`src/rtl/uvs_pkg.sv`:
```
package uvs_pkg;

	// Fixed field widths of the record stream.
	localparam int CNT_W = 6;
	localparam int IDX_W = 11;
	localparam int ANG_W = 32;
	localparam int TEX_W = 16;
	localparam int POS_W = 24;
	localparam int NRM_W = 16;
	localparam int SCL_W = 16;

	// Record kinds.
	localparam logic PHASE_VERTEX = 1'b0;
	localparam logic PHASE_INDEX  = 1'b1;

	// Rotation unit constants: angles in turns, 2^32 per turn, results in Q30.
	localparam int CORDIC_STEPS = 30;
	localparam logic [29:0] CORDIC_GAIN = 30'd652032874;
	localparam logic [29:0] ATAN_TURNS [CORDIC_STEPS] = '{
		30'd536870912, 30'd316933406, 30'd167458907, 30'd85004756, 30'd42667331,
		30'd21354465, 30'd10679838, 30'd5340245, 30'd2670163, 30'd1335087,
		30'd667544, 30'd333772, 30'd166886, 30'd83443, 30'd41722,
		30'd20861, 30'd10430, 30'd5215, 30'd2608, 30'd1304,
		30'd652, 30'd326, 30'd163, 30'd81, 30'd41,
		30'd20, 30'd10, 30'd5, 30'd3, 30'd1
	};

	// One job handed from the sequencer to the datapath.
	typedef struct packed {
		logic             phase;
		logic [ANG_W-1:0] angle_u;
		logic [ANG_W-1:0] angle_v;
		logic [TEX_W-1:0] tex_s;
		logic [TEX_W-1:0] tex_t;
		logic [IDX_W-1:0] index_value;
		logic             last;
	} job_t;

endpackage

```
`src/rtl/uvs_queue.sv`:
```
module uvs_queue import uvs_pkg::*; (
	input  logic clk,
	input  logic arst_n,
	input  logic push_valid,
	output logic push_ready,
	input  job_t push_job,
	output logic pop_valid,
	input  logic pop_ready,
	output job_t pop_job
);

	job_t       entry_q [2];
	logic       wr_ptr_q, rd_ptr_q;
	logic [1:0] count_q;
	logic       do_push, do_pop;

	assign push_ready = (count_q != 2'd2);
	assign pop_valid  = (count_q != 2'd0);
	assign pop_job    = entry_q[rd_ptr_q];
	assign do_push    = push_valid && push_ready;
	assign do_pop     = pop_valid && pop_ready;

	// Two-entry job queue between the sequencer and the datapath.
	always_ff @(posedge clk or negedge arst_n) begin
		if (!arst_n) begin
			wr_ptr_q <= 1'b0;
			rd_ptr_q <= 1'b0;
			count_q  <= '0;
		end else begin
			if (do_push) begin
				wr_ptr_q <= ~wr_ptr_q;
			end
			if (do_pop) begin
				rd_ptr_q <= ~rd_ptr_q;
			end
			if (do_push && !do_pop) begin
				count_q <= count_q + 2'd1;
			end else if (do_pop && !do_push) begin
				count_q <= count_q - 2'd1;
			end
		end
	end

	// Entry storage.
	always_ff @(posedge clk) begin
		if (do_push) begin
			entry_q[wr_ptr_q] <= push_job;
		end
	end

endmodule

```
`config.mk`:
```
export PLATFORM = sky130hd
export DESIGN_NAME = uvs_queue
export DESIGN_NICKNAME = d
export VERILOG_FILES = /design/src/rtl/uvs_pkg.sv /design/src/rtl/uvs_queue.sv
export SDC_FILE = /design/constraint.sdc
export NUM_CORES = 1
export LEC_CHECK = 0
export ABC_AREA = 1
export BUFFER_PORTS_ARGS = -buffer_cell sky130_fd_sc_hd__buf_2
export CORE_ASPECT_RATIO = 0.8
export CORE_UTILIZATION = 47
export DETAILED_ROUTE_END_ITERATION = 6
export PLACE_DENSITY = 0.76
export SLEW_MARGIN = 25
export SYNTH_ARGS = -nofsm -noshare
export SYNTH_HDL_FRONTEND = slang
export SYNTH_SLANG_ARGS = --single-unit
```
`constraint.sdc`:
```
create_clock -name clk -period 5.5 [get_ports clk]
set_clock_uncertainty 0.15 [all_clocks]
set_input_delay 0.55 -clock clk [delete_from_list [all_inputs] [get_ports clk]]
set_output_delay 0.55 -clock clk [all_outputs]
set_load 0.02 [all_outputs]
```
Word-level counts from Yosys, hierarchy flattened:

Memory sizes are Yosys's and may differ from the RTL's.
Cells that the tools add are included.

* reductions and logical operators: 8
* equal/unequal tests: 1
* add/subtract/negate cells: 2
* mux-type cells: 4
* bitwise operators: 2

Operator list (count)
* $logic_and A1 B1 Y1: 4
* $mux W2: 2
* $reduce_bool A2 Y1: 2
* $add A2 B1 Y2 const B: 1
* $logic_not A1 Y1: 2
* $mux W1: 2
* $ne A2 B2 Y1 const B: 1
* $not A1 Y1: 2
* $sub A2 B1 Y2 const B: 1

* memory bits (writable): 218
* logic and storage cells: 21
* input port bits: 113
* register bits after elaboration: 4
* memories kept: 1

Memory list
* entry_q: words 2, bits a word 109, rd ports 1, clocked after memory_dff 0, write ports 1, line uvs_queue.sv:12 `job_t entry_q [2];`

Longest topological paths before layout:

* depth after elaboration: 6
* depth in mapped cells: 10

Worst setup path after synthesis:

OpenSTA, ideal clock, no wires.

* path type: reg2reg
* start point: register count_q[0]
* end point: memory entry_q[0][0] (netlist bit), enable pin
* setup time: 578 ps
* stages on the path, launching flop included: 5
* slack: -527 ps
* required time: 4772 ps
* arrival time: 5299 ps
* clock period less this slack: 6027 ps
* buffers on the path: 0
* cells stage by stage: dfrtp_1 -> inv_1 -> nand2_1 -> nand2_1 -> nor2_1

* cells in the longest elaborated chain, start to end: 4

Ends and longest elaborated chain
* start: declaration: line uvs_queue.sv:14 `logic [1:0] count_q;`
* start signal: assignment: line uvs_queue.sv:37 `count_q <= count_q + 2'd1;`
* start signal: assignment: line uvs_queue.sv:39 `count_q <= count_q - 2'd1;`
* $ne A2 B2 Y1: line uvs_queue.sv:17 `assign push_ready = (count_q != 2'd2);`
* net push_ready: line uvs_queue.sv:5 `output logic push_ready,`
* $logic_and A1 B1 Y1: line uvs_queue.sv:20 `assign do_push = push_valid && push_ready;`
* $mux W1: line uvs_queue.sv:46 `if (do_push) begin`
* $mux W1 (implied by the code): line uvs_queue.sv:47 `entry_q[wr_ptr_q] <= push_job;`
* end: declaration: line uvs_queue.sv:12

The timed path passes the listed nets, and every way through them passes these cells.

==> key figures <==
Pwr
  • Pwr/cell area: between 500 and 600 nW/µm²
  • VDD IR max: 0.3281 mV
  • Pleak: 4.382 nW

Worst setup path
  • Buf/Inv on CP: 3
  • CP max FO: 64
  • Crit path launch: rd_ptr_q$_DFFE_PN0P_
  • Delay-heaviest family, CP: buffers and inverters
  • CP cell instances: clkinv_2, buf_4, nand2_1, nand2_1, buf_2
  • Startpoint type of the worst setup path: register
  • Worst Path Class, Setup: register to output port
  • CP max stage cell: dfrtp_4
  • Critical Path RT: 4.80 ns
  • Cell mode on critical path: nand2_1
  • Critical path data arrival time: 2.89 ns
  • Critical Path Max Stage Delay: 0.70 ns
  • Critical path endpoint category: output port
  • FF-to-FF Start: count_q[0]$_DFFE_PN0P_

Synthesis
  • Cell Area, Synth: 8182 µm²
  • Yosys cell types: 14
  • Sequential area share after synthesis: 0.8124
  • Synthesized flop and latch total: 222
  • Post-synthesis cell count: 598
  • Number of synthesized flops with an enable pin: 218
  • Post-synth top cells: nand2_1 (337), edfxtp_1 (218), buf_2 (11), buf_6 (10), inv_1 (6)
  • Top-area cell type share of the netlist area: 0.8001
  • Largest cells by area after synthesis: edfxtp_1 (80%), nand2_1 (15%), buf_6 (1.4%)
  • Synth area leader: edfxtp_1
  • Syn Nets: a little over 700
  • Syn_area_per_cell: 13.68 µm²
  • Async SR Flop Fraction: 0.01802
  • Most frequent cell after synthesis: nand2_1
  • Yosys warning count: 0
  • Ys flop type: edfxtp_1

GRT
  • Global-route wire length before repair: 23140 µm
  • Initial antenna violation count: 1
  • Met3 usage: 0.06654
  • Met1 Use GR: 0.2139
  • Vias in the first global route: 4711
  • Tot GR Track Use: 0.1690
  • Total gr overflow: 0
  • GR peak layer: met2
  • M2 GR Usage: 0.2694
  • Largest net degree at the start of global routing: 74

Timing
  • Max Slew Vio Count: 0
  • Actual slew at the worst max-slew pin: 0.9232 ns
  • Max Fclk: 0.2786 GHz
  • Fin Setup TNS: 0 ns
  • Fin crit share: 0.6526
  • Minimum hold slack: 0.09491 ns
  • Crit path time final: 3.589 ns
  • Final Hold Fails: 0
  • RSZ-0062 raised after global routing: no
  • Final setup fails: 0
  • Max_slew headroom: 0.3831

Die
  • I/O pins: about 220
  • Core ar.: roughly 17000 µm²
  • Initial Utilization: 0.4881
  • Die Area: 17940 µm²
  • Die Span Y: 120.0 µm
  • Die width: 149.5 µm
  • Placement Rows: 42

Clocking
  • Worst-path clk slew: ~0.060 ns
  • CTS Sinks: roughly 220
  • H-tree levels: 1
  • TritonCTS clock tree: built
  • Num CTS Buffers: 22
  • Clk buf depth: 3
  • Post_cts resized: 0
  • Root Driver: clkbuf_16
  • Worst-Skew Late Latency: 0.49 ns
  • Postcts setup bufs: 0

Run
  • Max-cap violations: 0

Worst hold path
  • Hold path start: push_job[104]
  • Worst min-delay path class: primary input to register

Layout
  • Share of layout cells above drive strength 1: 0.3092
  • Antenna cells: 0
  • Number of fill cells: 1276
  • Nets: 942
  • FF+latch area: 6650 µm²
  • Area occupied by multi-input gates: between 1000 and 1500 µm²
  • Synth-to-Final Area Change: 23.96%

Drt
  • DR vias/cell: 4.707
  • Detailed Routing Iterations Pass 1: 5
  • Average wire per standard cell: 14.35 µm
  • Via count of the routed design: between 5000 and 6000
  • 1st-iter DRT viols: 220
  • Routed Antenna Nets: 0
  • Post-route DRC: 0
  • Drt total wl: 15270 µm

Placement
  • Gp weighted congestion: ~0.74
  • # port buffers: around 220
  • Hpwl dp: 9651 µm

Status
  • Status: finished clean
layer usage:
| metal | wire [µm] | part of all wire |
|---|---|---|
| met1 | 6282 | 0.41 |
| met2 | 7124 | 0.47 |
| met3 | 1653 | 0.11 |
| met4 | 212 | 0.014 |
| met5 | 0 | 0 |
path summary, 6_finish.rpt:
kind                       slack (ns)                         to  cells past startpoint
setup / recovery                 1.91                pop_job[94]                      5
min in group asynchronous        0.26       wr_ptr_q$_DFFE_PN0P_                      2
max in group asynchronous        4.80       rd_ptr_q$_DFFE_PN0P_                      2
hold reg to reg                  0.35     count_q[1]$_DFFE_PN0P_                      2
hold / removal                   0.09  entry_q[0][104]$_DFFE_PP_                      1
setup reg to reg                 2.84   entry_q[1][56]$_DFFE_PP_                      5
worst register-to-register path: stages (launching register included):
cell and delay (ns):
dfrtp_1 0.38, inv_1 0.08, nand2_1 0.09, nand2_1 0.18, nor2_4 0.75, buf_4 0.64
repair_timing:
action,in CTS,in global routing
hold endpoints to repair,4,0
hold buffers,1,0
endpoints found under the setup margin,0,0
through the flow:
stage | std cells | power [mW] | setup slack (ns) | utilization | area [µm²]
floorplan | 598 | 3.891 | -0.5273 | - | 8182
global route | 1064 | 6.133 | 1.709 | 0.6050 | 10140
global placement | 1023 | 4.453 | 2.424 | 0.5636 | 9448
CTS | 1064 | 5.877 | 1.864 | 0.6050 | 10140
detailed placement | 1023 | 4.476 | 2.421 | 0.5636 | 9448
finish | 1064 | 5.803 | 1.911 | 0.6050 | 10140
layout by cell type, fill, tap and decap left out:
| cell type | count |
|---|---|
| nand2_1 | 337 |
| buf_2 | 223 |
| edfxtp_1 | 218 |
| clkbuf_16 | 23 |
| clkbuf_1 | 12 |
| inv_1 | 6 |
| buf_4 | 6 |
| clkbuf_8 | 4 |
| dfrtp_1 | 3 |
| nor2_4 | 2 |
| nand3_1 | 2 |
| clkinv_2 | 1 |
| xnor2_1 | 1 |
| xor2_1 | 1 |
| nand4_1 | 1 |
| ha_1 | 1 |
| inv_6 | 1 |
| dlygate4sd3_1 | 1 |
| dfrtp_4 | 1 |
power by group:
| part | switching, mW | leakage, nW | internal (mW) |
|---|---|---|---|
| clock | 0.562 | 0.331 | 0.829 |
| sequential | 0.125 | 2.07 | 2.31 |
| combinational | 1.43 | 1.98 | 0.541 |
logic make-up after synthesis:
logic type	share of synthesized area
DFF	0.8124
adders and majority gates	0.001529
xor gates and xnor gates	0.002141
buffers and inverters	0.02646
and+or+nand+nor	0.1575
registers in the layout, summed over array words and instances (netlist names):
name / count
entry_q: 218
count_q: 2
rd_ptr_q: 1
wr_ptr_q: 1
cell type report:
class | count | area share
Clock buffer | 39 | 0.06662
Sequential cell | 222 | 0.6557
Multi-Input combinational cell | 345 | 0.1315
Timing Repair Buffer | 230 | 0.1155
Inverter | 7 | 0.002714
Clock inverter | 1 | 0.0008636
Tap cell | 220 | 0.02714
Note: power is estimated with default switching activity, not from simulation.
