File: config.mk
export PLATFORM = sky130hd
export DESIGN_NAME = uvs_front
export DESIGN_NICKNAME = d
export VERILOG_FILES = /design/src/rtl/uvs_pkg.sv /design/src/rtl/uvs_front.sv
export SDC_FILE = /design/constraint.sdc
export NUM_CORES = 1
export LEC_CHECK = 0
export ABC_AREA = 1
export BUFFER_PORTS_ARGS = -buffer_cell sky130_fd_sc_hd__buf_2
export CAP_MARGIN = 20
export CORE_AREA = 2 2 143 145
export CTS_CLUSTER_SIZE = 14
export DETAILED_ROUTE_END_ITERATION = 10
export DIE_AREA = 0 0 145 147
export PLACE_DENSITY = 0.83
export SLEW_MARGIN = 0
export SYNTH_ARGS = -nofsm -noshare
export SYNTH_HDL_FRONTEND = slang
export SYNTH_SLANG_ARGS = --single-unit
File: constraint.sdc
create_clock -name clk -period 3.7 [get_ports clk]
set_input_delay 0.185 -clock clk [delete_from_list [all_inputs] [get_ports clk]]
set_output_delay 0.185 -clock clk [all_outputs]
set_load 0.01 [all_outputs]
File: src/rtl/uvs_pkg.sv
package uvs_pkg;

	// Fixed field widths of the record stream.
	localparam int CNT_W = 6;
	localparam int IDX_W = 11;
	localparam int ANG_W = 32;
	localparam int TEX_W = 16;
	localparam int POS_W = 24;
	localparam int NRM_W = 16;
	localparam int SCL_W = 16;

	// Record kinds.
	localparam logic PHASE_VERTEX = 1'b0;
	localparam logic PHASE_INDEX  = 1'b1;

	// Rotation unit constants: angles in turns, 2^32 per turn, results in Q30.
	localparam int CORDIC_STEPS = 30;
	localparam logic [29:0] CORDIC_GAIN = 30'd652032874;
	localparam logic [29:0] ATAN_TURNS [CORDIC_STEPS] = '{
		30'd536870912, 30'd316933406, 30'd167458907, 30'd85004756, 30'd42667331,
		30'd21354465, 30'd10679838, 30'd5340245, 30'd2670163, 30'd1335087,
		30'd667544, 30'd333772, 30'd166886, 30'd83443, 30'd41722,
		30'd20861, 30'd10430, 30'd5215, 30'd2608, 30'd1304,
		30'd652, 30'd326, 30'd163, 30'd81, 30'd41,
		30'd20, 30'd10, 30'd5, 30'd3, 30'd1
	};

	// One job handed from the sequencer to the datapath.
	typedef struct packed {
		logic             phase;
		logic [ANG_W-1:0] angle_u;
		logic [ANG_W-1:0] angle_v;
		logic [TEX_W-1:0] tex_s;
		logic [TEX_W-1:0] tex_t;
		logic [IDX_W-1:0] index_value;
		logic             last;
	} job_t;

endpackage

File: src/rtl/uvs_front.sv
module uvs_front import uvs_pkg::*; #(
	parameter int SECTORS = 32,
	parameter int STACKS  = 32
) (
	input  logic clk,
	input  logic arst_n,
	input  logic in_valid,
	output logic in_ready,
	input  logic restart,
	output logic push_valid,
	input  logic push_ready,
	output job_t push_job
);

	// Per-step increments of the rounded quotients, split into whole part and remainder.
	localparam logic [ANG_W-1:0] AU_QSTEP = ANG_W'((64'd1 << 31) / STACKS);
	localparam logic [CNT_W-1:0] AU_RSTEP = CNT_W'((64'd1 << 31) % STACKS);
	localparam logic [ANG_W-1:0] AV_QSTEP = ANG_W'((64'd1 << 32) / SECTORS);
	localparam logic [CNT_W-1:0] AV_RSTEP = CNT_W'((64'd1 << 32) % SECTORS);
	localparam logic [TEX_W-1:0] TS_QSTEP = TEX_W'(32768 / SECTORS);
	localparam logic [CNT_W-1:0] TS_RSTEP = CNT_W'(32768 % SECTORS);
	localparam logic [TEX_W-1:0] TT_QSTEP = TEX_W'(32768 / STACKS);
	localparam logic [CNT_W-1:0] TT_RSTEP = CNT_W'(32768 % STACKS);
	localparam logic [CNT_W-1:0] HALF_STK = CNT_W'(STACKS / 2);
	localparam logic [CNT_W-1:0] HALF_SEC = CNT_W'(SECTORS / 2);
	localparam logic [CNT_W:0]   STK_DIV  = (CNT_W+1)'(STACKS);
	localparam logic [CNT_W:0]   SEC_DIV  = (CNT_W+1)'(SECTORS);
	localparam logic [CNT_W-1:0] STK_MAX  = CNT_W'(STACKS);
	localparam logic [CNT_W-1:0] SEC_MAX  = CNT_W'(SECTORS);
	localparam logic [CNT_W-1:0] STK_LAST = CNT_W'(STACKS - 1);
	localparam logic [CNT_W-1:0] SEC_LAST = CNT_W'(SECTORS - 1);
	localparam int               K_W      = IDX_W + 2;
	localparam logic [K_W-1:0]   ROW_LEN  = K_W'(SECTORS + 1);

	// Corners of the two triangles of one sector quad.
	localparam logic [2:0] CORNER_A0 = 3'd0;
	localparam logic [2:0] CORNER_A1 = 3'd1;
	localparam logic [2:0] CORNER_A2 = 3'd2;
	localparam logic [2:0] CORNER_B0 = 3'd3;
	localparam logic [2:0] CORNER_B1 = 3'd4;
	localparam logic [2:0] CORNER_END = 3'd6;

	logic             phase_q;
	logic [CNT_W-1:0] stack_q, sector_q;
	logic [2:0]       corner_q;
	logic [ANG_W-1:0] au_q, av_q;
	logic [TEX_W-1:0] ts_q, tt_q;
	logic [CNT_W-1:0] au_r_q, av_r_q, ts_r_q, tt_r_q;

	logic             phase_c, phase_n;
	logic [CNT_W-1:0] stack_c, sector_c, stack_n, sector_n;
	logic [2:0]       corner_c, corner_e, corner_n;
	logic [ANG_W-1:0] au_c, av_c, au_n, av_n;
	logic [TEX_W-1:0] ts_c, tt_c, ts_n, tt_n;
	logic [CNT_W-1:0] au_r_c, av_r_c, ts_r_c, tt_r_c;
	logic [CNT_W-1:0] au_r_n, av_r_n, ts_r_n, tt_r_n;
	logic [CNT_W:0]   au_sum, av_sum, ts_sum, tt_sum;
	logic [K_W-1:0]   k1, k2, corner_val;
	logic             take;

	assign in_ready   = push_ready;
	assign push_valid = in_valid;
	assign take       = in_valid && push_ready;

	// A rewind puts every counter and accumulator back to its start.
	always_comb begin
		if (restart) begin
			phase_c  = PHASE_VERTEX;
			stack_c  = '0;
			sector_c = '0;
			corner_c = '0;
			au_c     = '0;
			av_c     = '0;
			ts_c     = '0;
			tt_c     = '0;
			au_r_c   = HALF_STK;
			tt_r_c   = HALF_STK;
			av_r_c   = HALF_SEC;
			ts_r_c   = HALF_SEC;
		end else begin
			phase_c  = phase_q;
			stack_c  = stack_q;
			sector_c = sector_q;
			corner_c = corner_q;
			au_c     = au_q;
			av_c     = av_q;
			ts_c     = ts_q;
			tt_c     = tt_q;
			au_r_c   = au_r_q;
			tt_r_c   = tt_r_q;
			av_r_c   = av_r_q;
			ts_r_c   = ts_r_q;
		end
	end

	// Next values of the rounded quotients: add the step, fold the remainder once.
	always_comb begin
		au_sum = {1'b0, au_r_c} + {1'b0, AU_RSTEP};
		tt_sum = {1'b0, tt_r_c} + {1'b0, TT_RSTEP};
		av_sum = {1'b0, av_r_c} + {1'b0, AV_RSTEP};
		ts_sum = {1'b0, ts_r_c} + {1'b0, TS_RSTEP};
		if (au_sum >= STK_DIV) begin
			au_r_n = CNT_W'(au_sum - STK_DIV);
			au_n   = au_c + AU_QSTEP + ANG_W'(1);
		end else begin
			au_r_n = au_sum[CNT_W-1:0];
			au_n   = au_c + AU_QSTEP;
		end
		if (tt_sum >= STK_DIV) begin
			tt_r_n = CNT_W'(tt_sum - STK_DIV);
			tt_n   = tt_c + TT_QSTEP + TEX_W'(1);
		end else begin
			tt_r_n = tt_sum[CNT_W-1:0];
			tt_n   = tt_c + TT_QSTEP;
		end
		if (av_sum >= SEC_DIV) begin
			av_r_n = CNT_W'(av_sum - SEC_DIV);
			av_n   = av_c + AV_QSTEP + ANG_W'(1);
		end else begin
			av_r_n = av_sum[CNT_W-1:0];
			av_n   = av_c + AV_QSTEP;
		end
		if (ts_sum >= SEC_DIV) begin
			ts_r_n = CNT_W'(ts_sum - SEC_DIV);
			ts_n   = ts_c + TS_QSTEP + TEX_W'(1);
		end else begin
			ts_r_n = ts_sum[CNT_W-1:0];
			ts_n   = ts_c + TS_QSTEP;
		end
	end

	// Corner selection for the index records; the north cap has only the second triangle.
	always_comb begin
		corner_e = (stack_c == '0 && corner_c < CORNER_B0) ? CORNER_B0 : corner_c;
		k1 = K_W'(stack_c) * ROW_LEN + K_W'(sector_c);
		k2 = k1 + ROW_LEN;
		case (corner_e)
			CORNER_A0: corner_val = k1;
			CORNER_A1: corner_val = k2;
			CORNER_A2: corner_val = k1 + K_W'(1);
			CORNER_B0: corner_val = k1 + K_W'(1);
			CORNER_B1: corner_val = k2;
			default:   corner_val = k2 + K_W'(1);
		endcase
	end

	// Build the job and the next sequencer state.
	always_comb begin
		push_job             = '0;
		push_job.phase       = phase_c;
		phase_n              = phase_c;
		stack_n              = stack_c;
		sector_n             = sector_c;
		corner_n             = corner_c;
		if (phase_c == PHASE_VERTEX) begin
			push_job.angle_u = 32'h4000_0000 - au_c;
			push_job.angle_v = av_c;
			push_job.tex_s   = ts_c;
			push_job.tex_t   = tt_c;
			if (sector_c == SEC_MAX) begin
				sector_n = '0;
				if (stack_c == STK_MAX) begin
					stack_n  = '0;
					phase_n  = PHASE_INDEX;
					corner_n = '0;
				end else begin
					stack_n = stack_c + CNT_W'(1);
				end
			end else begin
				sector_n = sector_c + CNT_W'(1);
			end
		end else begin
			push_job.index_value = corner_val[IDX_W-1:0];
			corner_n = corner_e + 3'd1;
			if (corner_n == CORNER_B0 && stack_c == STK_LAST) begin
				corner_n = CORNER_END;
			end
			if (corner_n >= CORNER_END) begin
				corner_n = '0;
				if (sector_c == SEC_LAST) begin
					sector_n = '0;
					if (stack_c == STK_LAST) begin
						stack_n       = '0;
						phase_n       = PHASE_VERTEX;
						push_job.last = 1'b1;
					end else begin
						stack_n = stack_c + CNT_W'(1);
					end
				end else begin
					sector_n = sector_c + CNT_W'(1);
				end
			end
		end
	end

	// Sequencer registers, advanced on each transfer into the queue.
	always_ff @(posedge clk or negedge arst_n) begin
		if (!arst_n) begin
			phase_q  <= PHASE_VERTEX;
			stack_q  <= '0;
			sector_q <= '0;
			corner_q <= '0;
			au_q     <= '0;
			av_q     <= '0;
			ts_q     <= '0;
			tt_q     <= '0;
			au_r_q   <= HALF_STK;
			tt_r_q   <= HALF_STK;
			av_r_q   <= HALF_SEC;
			ts_r_q   <= HALF_SEC;
		end else if (take) begin
			phase_q  <= phase_n;
			stack_q  <= stack_n;
			sector_q <= sector_n;
			corner_q <= corner_n;
			// Accumulators only move during the vertex pass and restart at each wrap.
			if (phase_c == PHASE_VERTEX) begin
				if (sector_c == SEC_MAX) begin
					av_q   <= '0;
					ts_q   <= '0;
					av_r_q <= HALF_SEC;
					ts_r_q <= HALF_SEC;
					if (stack_c == STK_MAX) begin
						au_q   <= '0;
						tt_q   <= '0;
						au_r_q <= HALF_STK;
						tt_r_q <= HALF_STK;
					end else begin
						au_q   <= au_n;
						tt_q   <= tt_n;
						au_r_q <= au_r_n;
						tt_r_q <= tt_r_n;
					end
				end else begin
					av_q   <= av_n;
					ts_q   <= ts_n;
					av_r_q <= av_r_n;
					ts_r_q <= ts_r_n;
					au_q   <= au_c;
					tt_q   <= tt_c;
					au_r_q <= au_r_c;
					tt_r_q <= tt_r_c;
				end
			end else begin
				au_q   <= au_c;
				av_q   <= av_c;
				ts_q   <= ts_c;
				tt_q   <= tt_c;
				au_r_q <= au_r_c;
				av_r_q <= av_r_c;
				ts_r_q <= ts_r_c;
				tt_r_q <= tt_r_c;
			end
		end
	end

endmodule

# Word level (Yosys, flattened, before mapping)
# Index checks and enable logic that the tools add are counted.
# totals
elab_cells	124
out_inout_bits	111
register_bits	136
inputBits	5
# classes
muxes	69
multipliers	1
n_lt_le_gt_ge	6
n_reduce_logical	7
eq_ne	9
n_addsub	20
# ops
cell	n
32-bit 2-to-1 mux	9
6-bit 2-to-1 mux	30
16-bit 2-to-1 mux	9
96-bit 2-to-1 mux	1
32-bit by 1-bit adder with 32-bit output, second input constant	2
11-bit case mux with 3 select lines	1
16-bit by 1-bit adder with 16-bit output, second input constant	2
16-bit by 11-bit adder with 16-bit output, second input constant	2
32-bit by 27-bit adder with 32-bit output, second input constant	1
32-bit by 28-bit adder with 32-bit output, second input constant	1
31-bit by 32-bit subtractor with 32-bit output, first input constant	1
6-bit greater-or-equal comparator, second input constant	4
3-bit 2-to-1 mux	8
6-bit subtractor, second input constant	4
11-bit by 1-bit adder with 11-bit output, second input constant	2
6-bit by 1-bit adder with 6-bit output, second input constant	2
6-bit by 5-bit equality test with 1-bit output, second input constant	2
6-bit equality test, second input constant	2
12-bit 2-to-1 mux	1
11-bit by 6-bit adder with 11-bit output	1
11-bit by 6-bit adder with 11-bit output, second input constant	1
6-bit by 6-bit multiplier with 11-bit output, second input constant	1
1-bit 2-to-1 mux	10
3-bit by 2-bit equality test with 1-bit output, second input constant	3
9 further kinds	12

# Longest topological paths before layout
# Gate-level depths: netlist (run 1).
# logic_depth
word_depth	12
ltp_mapped	32
depth_no_buf	28

# Worst setup path before layout (run 1)
# OpenSTA, ideal clock, no wires.
# synth_path
kind	input to output
startpoint	in restart
endpoint	out push_job[11] (netlist name)
arrival_ns	3.929
required_time_ns	3.515
path_buffers	6
path_stages	31
slack_ns	-0.414
cell_sequence	buf_6 buf_6 buf_4 buf_2 buf_1 nor2_1 inv_1 ha_1 nand3_1 nor3_1 nand2_1 inv_1 nor2_1 inv_1 ha_1 ha_1 a21oi_2 buf_4 xor2_1 inv_1 ha_1 nand2_1 a21oi_1 nand2_1 nor2_1 nand3_1 nor2_1 nand3_1 nand3_1 nand2_1 inv_1
# synth_rtl
element	line	rtl
start: declaration	uvs_front.sv:9	input logic restart,
end: declaration	uvs_front.sv:12	output job_t push_job

==> results of run 1 <==
Yosys cell counts, types with 5 or more instances:
library cell  instances  area share (%)
a21oi_1              60             2.8
a22oi_1               7            0.49
a31oi_1               8            0.47
a32o_1                9            0.85
buf_1                 6            0.21
buf_2                10            0.47
buf_4                 5            0.35
buf_6                 6            0.63
clkbuf_1             23            0.81
clkinv_1              5            0.18
dfrtp_1             116              27
ha_1                 37             4.4
inv_1               251             8.9
inv_2                17            0.60
nand2_1             316              11
nand2_2              15            0.88
nand3_1             118             5.6
nand3_2               8            0.75
nand4_1              22             1.3
nor2_1              267             9.4
nor2_2               24             1.4
nor2_4                7            0.74
nor3_1               68             3.2
nor3_2                9            0.85
nor4_1               11            0.65
nor4_2                5            0.59
o211ai_1              9            0.63
o21ai_0             115             5.4
o21ai_1              10            0.47
o22ai_1              34             2.0
o32ai_1               6            0.49
or2_2                 6            0.35
xnor2_1               7            0.58
xor2_1               25             2.1
metrics by stage:
step                cells  worst slack [ns]  TNS (ns)  util [%]  total power, mW
floorplan            1678          -0.00487  -0.00932         -             2.01
global placement     2040             0.218         0      58.1             2.25
detailed placement   2040            0.0715         0      58.1             2.27
CTS                  2080           0.00294         0      62.2             4.17
global route         2092            -0.311     -1.70      63.7             4.51
finish               2092            -0.117    -0.233      63.7             4.34
kinds of logic (layout without fill, tap and decap cells):
group                      after synthesis  count (layout)  synth area share [%]
adders and majority gates               38              38                  4.54
AOI/OAI and AO/OA                      280             280                  15.3
DFF                                    116             116                  27.3
buffers and inverters                  324             468                  12.2
and+or+nand+nor                        888             888                  38.0
xor gates and xnor gates                32              32                  2.63
cells in the final DEF (no fill, tap or decap), drive strengths merged, types with 2 or more instances in the layout:
cell type / instances
a211oi: 2
a21oi: 62
a221oi: 2
a22oi: 7
a31oi: 8
a32o: 9
buf: 161
bufinv: 5
clkbuf: 19
clkinv: 12
dfrtp: 116
ha: 37
inv: 269
nand2: 332
nand3: 126
nand3b: 2
nand4: 23
nor2: 298
nor3: 79
nor4: 17
o211ai: 9
o21a: 4
o21ai: 128
o22ai: 34
o311ai: 4
o31ai: 3
o32ai: 6
or2: 9
xnor2: 7
xor2: 25
registers in the layout, summed over array words and instances (netlist names):
register / flops
av_q: 32
phase_q: 1
sector_q: 6
au_r_q: 1
stack_q: 6
tt_q: 16
ts_q: 16
tt_r_q: 1
ts_r_q: 1
au_q: 32
av_r_q: 1
corner_q: 3
critical path: cells and delay by family, from the launching register on:
| kind | cells | cell delay (ns) |
|---|---|---|
| and+or+nand+nor | 16 | 1.43 |
| buffers and inverters | 7 | 0.56 |
| adders and majority gates | 3 | 0.47 |
| AOI/OAI and AO/OA | 2 | 0.41 |
| DFF | 1 | 0.34 |
report_power, final:
part | leakage [nW] | internal [mW] | switching (mW)
registers | 1.58 | 1.31 | 0.0323
clock network | 0.323 | 1.23 | 0.640
logic | 4.20 | 0.396 | 0.728
layer usage:
layer | wire length, µm | part of all wire (%) | GRT usage [%] | vias to the layer above
met2 | 15600 | 49 | 48.8 | 583
met5 | 0 | 0 | 0 | -
met3 | 2270 | 7.1 | 4.04 | 117
met1 | 13100 | 41 | 36.0 | 5561
met4 | 1060 | 3.3 | 13.6 | 0
li1 | - | - | - | 5757
area by class of cell:
| cell class | count | share of cell area [%] |
|---|---|---|
| clock inverters | 13 | 1.61 |
| inverters | 274 | 8.20 |
| multi-input cells | 1238 | 53.5 |
| clock buffers | 19 | 3.59 |
| well taps | 270 | 2.67 |
| repair buffers | 162 | 7.49 |
| flip-flops and latches | 116 | 23.0 |
timing repair:
item | CTS | global route
setup buffers | 7 | 12
hold buffers | 1 | 0
gates cloned | 0 | 0
endpoints found under the hold margin | 52 | 0
endpoints found under the setup margin | 10 | 9
gates resized for setup | 32 | 41
pin swaps | 14 | 25
worst max path at each step:
stage,from,to
final,stack_q[1],push_job[11]
after global routing,stack_q[1],push_job[11]
after CTS,stack_q[1],push_job[11]
after detailed placement,restart,push_job[11]
after global placement,restart,push_job[11]
after floorplan,restart,push_job[11]
==> results.py, run 1 <==
metrics = {
    "logic_synthesis": {
        "synth-seq-cells": 116,
        "syn_avg_cell_area_um2": 6.34,
        "synthFlopType": "dfrtp_1",
        "ys_seq_area_share_pct": 27.3,
        "synth_nets": 1721,
        "yosys_warnings": 0,
        "syn_area_mm2": 0.0106,
        "syn_inst": 1678,
        "async_flop_share_pct": 100,
        "synth_edf_count": 0,
        "synthDistinctLibCells": 54,
    },
    "cts": {
        "insertion_delay_ns": 0.44,
        "clock_tree.root_cell": "clkbuf_16",
        "cts_max_path_buffers": 2,
        "clk_pin_slew_ns": 0.06,
        "cts_tree": "done",
        "cts.htree.levels": 4,
        "clock_sinks": 116,
        "numCtsBuffers": 17,
    },
    "run_status": {
        "status": "finished, violations left",
        "violations": "setup timing",
    },
    "placed_design": {
        "portBuffers": 115,
        "place_area_mm2": 0.0115,
        "gp_congestion": 0.905,
        "dp_hpwl_mm": 22.1,
    },
    "timing": {
        "final-hold-violation-count": 0,
        "worstMarginPinSlew_ns": 0.744,
        "period_needed_ns": 3.82,
        "grt_setup_unrepaired": "yes",
        "layout_worst_path_cycle_share_pct": 103,
        "finalClockSkew_ns": 0.00832,
        "slew_viol_final": 0,
        "fin_ws_ns": -0.117,
        "fmax_ghz": 0.262,
        "setup_violations": 4,
        "whs_ns": 0.338,
        "maxSlewHeadroom_pct": 50.2,
    },
    "layout": {
        "drive_gt1_share_pct": 19.4,
        "fillers": 1720,
        "fin_nets": 1852,
        "area_growth_pct": 18.7,
        "multi_input_area_mm2": 0.00675,
        "diodes": 0,
        "regArea_mm2": 0.00290,
        "fin_area_mm2": 0.0126,
    },
    "hold_path": {
        "min_from": "restart",
        "holdPathStages": 4,
        "hold_class": "in -> reg",
        "whs_endpoint": "stack_q[3]",
    },
    "global_route": {
        "grt_max_degree": 68,
        "grt_pass1_wl_mm": 51.0,
        "antenna_found_initial": 0,
        "grt_pass1_vias": 10896,
        "grtUsageTotal_pct": 28.6,
        "gr-total-overflow": 0,
    },
    "critical_path": {
        "rrSetupSlack_ns": 0.45,
        "criticalPathCategory": "reg -> out",
        "crit_path_end_kind": "primary output",
        "crit_fanout": 6,
        "cp-start-kind": "register",
        "critPathSlowestCell": "dfrtp_1",
        "r2r_end": "av_q[10]",
        "crit_top_cell": "inv_2",
        "required_ns": 3.51,
        "slowest_delay_ns": 0.34,
        "rr_worst_depth": 17,
        "critPathArrivalTime_ns": 3.63,
        "reg2reg_from": "sector_q[1]",
    },
    "floorplan": {
        "die_height_um": 147,
        "initial_utilization_pct": 53.6,
        "num_io_pins": 116,
        "placement_rows": 52,
        "coreArea_mm2": 0.0198,
        "dieArea_mm2": 0.0213,
        "die_x_um": 145,
    },
    "pwr": {
        "peakVddDrop_mv": 0.357,
        "power_density_mw_per_mm2": 343,
        "leakage_nw": 6.10,
    },
    "detailed_routing": {
        "ant_nets": 0,
        "wl_per_cell_um": 15.3,
        "drc": 0,
        "routed_via_density": 5.74,
        "wl_mm": 32.1,
        "firstDrtPassIters": 6,
        "vias": 12018,
        "drtIter0Drc": 977,
    },
    "flow_run": {
        "drv_cap": 0,
    },
}
(Power assumes the default switching activity.)
==> run 2: changes to the inputs <==
--- a/config.mk
+++ b/config.mk
@@ -8,11 +8,11 @@
 export ABC_AREA = 1
 export BUFFER_PORTS_ARGS = -buffer_cell sky130_fd_sc_hd__buf_2
 export CAP_MARGIN = 20
-export CORE_AREA = 2 2 143 145
+export CORE_AREA = 2 2 139 141
 export CTS_CLUSTER_SIZE = 14
 export DETAILED_ROUTE_END_ITERATION = 10
-export DIE_AREA = 0 0 145 147
-export PLACE_DENSITY = 0.83
+export DIE_AREA = 0 0 141 143
+export PLACE_DENSITY = 0.84
 export SLEW_MARGIN = 0
 export SYNTH_ARGS = -nofsm -noshare
 export SYNTH_HDL_FRONTEND = slang
==> constraint.sdc (replaced) <==
create_clock -name clk -period 4.6 [get_ports clk]
set_input_delay 0.23 -clock clk [delete_from_list [all_inputs] [get_ports clk]]
set_output_delay 0.23 -clock clk [all_outputs]
set_load 0.01 [all_outputs]
==> run 2 against run 1 <==
Net effect:
- the run now ends clean
- critical path depth is 3 lower
- via count is 2.0% lower
- register-to-register slack better by 0.92 ns
- clock skew hardly changed
- design area is 5.1% lower
- wire length is 4.7% lower
- die area is 5.4% lower
- combinational power is 35% lower
- sequential power is 20% lower
- clock-buffer cell count is 3 higher
- highest routed layer unchanged
==> results.py, run 2 (same netlist as run 1, synthesis figures left out) <==
metrics = {
    "run_status": {
        "status": "complete, no violations",
    },
    "floorplan": {
        "num_io_pins": 116,
        "die_height_um": 143,
        "die_x_um": 141,
        "placement_rows": 50,
        "coreArea_mm2": 0.0186,
        "initial_utilization_pct": 57.3,
        "dieArea_mm2": 0.0202,
    },
    "timing": {
        "period_needed_ns": 4.22,
        "slew_viol_final": 0,
        "fin_ws_ns": 0.381,
        "grt_setup_unrepaired": "yes",
        "layout_worst_path_cycle_share_pct": 91.7,
        "finalClockSkew_ns": 0.00845,
        "maxSlewHeadroom_pct": 44.3,
        "fmax_ghz": 0.237,
        "setup_violations": 0,
        "worstMarginPinSlew_ns": 0.835,
        "final-hold-violation-count": 0,
    },
    "detailed_routing": {
        "drc": 0,
        "vias": 11773,
        "routed_via_density": 5.81,
        "wl_per_cell_um": 15.1,
        "firstDrtPassIters": 6,
        "drtIter0Drc": 976,
        "wl_mm": 30.5,
        "ant_nets": 0,
    },
    "layout": {
        "fin_nets": 1824,
        "drive_gt1_share_pct": 14.9,
        "area_growth_pct": 12.7,
        "final_cell_mix": "316 x nand2_1, 263 x nor2_1, 251 x inv_1, 118 x nand3_1, 115 x dfrtp_1",
        "final_common_cell": "nand2_1",
        "diodes": 0,
        "top_regs": "au_q (32), av_q (32)",
        "fin_area_mm2": 0.0120,
        "fin_cells": 2027,
    },
    "placed_design": {
        "place_inst": 1991,
        "place_area_mm2": 0.0114,
        "pre_cts_slack_ns": 0.187,
        "gp_congestion": 0.943,
        "dp_hpwl_mm": 21.9,
        "portBuffers": 115,
    },
    "critical_path": {
        "slowest_delay_ns": 0.45,
        "critPathArrivalTime_ns": 3.99,
        "crit_top_cell": "nand2_1",
        "cp_top_family": "simple AND/OR/NAND/NOR gates",
        "criticalPathCategory": "reg -> out",
        "required_ns": 4.37,
        "crit_path_end_kind": "primary output",
        "crit_fanout": 5,
        "critPathSlowestCell": "fa_1",
        "crit_buf_inv": 6,
        "cp-start-kind": "register",
    },
    "pwr": {
        "power.total_mw": 3.12,
        "leakage_nw": 5.92,
        "power_density_mw_per_mm2": 260,
        "peakVddDrop_mv": 0.300,
    },
    "hold_path": {
        "hold_class": "in -> reg",
    },
    "global_route": {
        "grt_pass1_wl_mm": 51.4,
        "grtUsageTotal_pct": 30.6,
        "grt_pass1_vias": 11045,
        "grt_max_degree": 69,
        "gr-total-overflow": 0,
        "antenna_found_initial": 0,
    },
    "cts": {
        "clock_tree.root_cell": "clkbuf_16",
        "cts_tree": "done",
        "clk_pin_slew_ns": 0.06,
        "cts_max_path_buffers": 2,
        "clock_sinks": 116,
        "cts.htree.levels": 4,
        "insertion_delay_ns": 0.42,
        "numCtsBuffers": 17,
    },
    "flow_run": {
        "drv_cap": 0,
    },
}
[run 2: changes by cell type in the layout (fill, tap and decap cells not counted), moves of 3 or more]
| cell | change |
|---|---|
| bufinv_16 | -3 |
| nand3_1 | +3 |
| nand2_1 | +13 |
| ha_1 | +10 |
| nor2_4 | -8 |
| inv_1 | +10 |
| nand2_2 | -12 |
| inv_2 | -9 |
| nor2_2 | -5 |
| clkbuf_1 | +3 |
| buf_4 | -27 |
| nor2_1 | +13 |
| ha_4 | -9 |
[run 2: final timing paths]
check / from / end / slack (ns) / depth (start not counted)
worst min register to register: tt_q[6] / tt_q[6] / 0.48 / 2
min in group asynchronous: arst_n / ts_q[2] / 0.40 / 2
worst max-delay path: sector_q[1] / push_job[10] / 0.38 / 25
worst min-delay path: restart / stack_q[1] / 0.26 / 4
max in group asynchronous: arst_n / phase_q / 3.20 / 3
worst max register to register: stack_q[1] / sector_q[0] / 1.37 / 20
[run 2: per-layer routing]
metal	share of wire, %	up-vias	track usage, %
met1	42	5462	39.9
met4	2.5	0	12.3
li1	-	5705	-
met2	48	526	51.6
met3	7.1	80	4.39
met5	0	-	0
[run 2: repair_timing]
item                                    4_1_cts  5_1_grt
buffers inserted                              0        4
endpoints found under the setup margin        3        9
hold buffers                                  1        0
endpoints found under the hold margin        52        0
pin swaps                                     0        0
resized for setup                             1        5
[run 2: power breakdown]
group	switching (mW)	internal, mW
registers	0.0219	1.06
clock network	0.490	0.819
logic	0.502	0.226
[run 2: area by class of cell]
type / instances / area (µm²)
clock buffer: 22 / 464
clock inverter: 9 / 105
fill: 1647 / 6590
inverter: 274 / 1030
multi-input combinational: 1238 / 6470
sequential: 116 / 2900
tap: 234 / 293
timing repair buffer: 134 / 726
[run 2: per-stage QoR]
step           hold WS [ns]  util, %  TNS [ns]
2_1_floorplan       -0.0656        -         0
3_3_place_gp          0.326     61.2         0
5_1_grt               0.311     64.5   -0.0321
4_1_cts               0.312     64.3         0
6_report              0.265     64.5         0
3_5_place_dp          0.325     61.2         0
[run 2: tightest hold or removal path, cell delays in order]
cell     delay, ns
buf_4         0.12
nor2_4        0.06
a21oi_1       0.15
a22oi_1       0.08
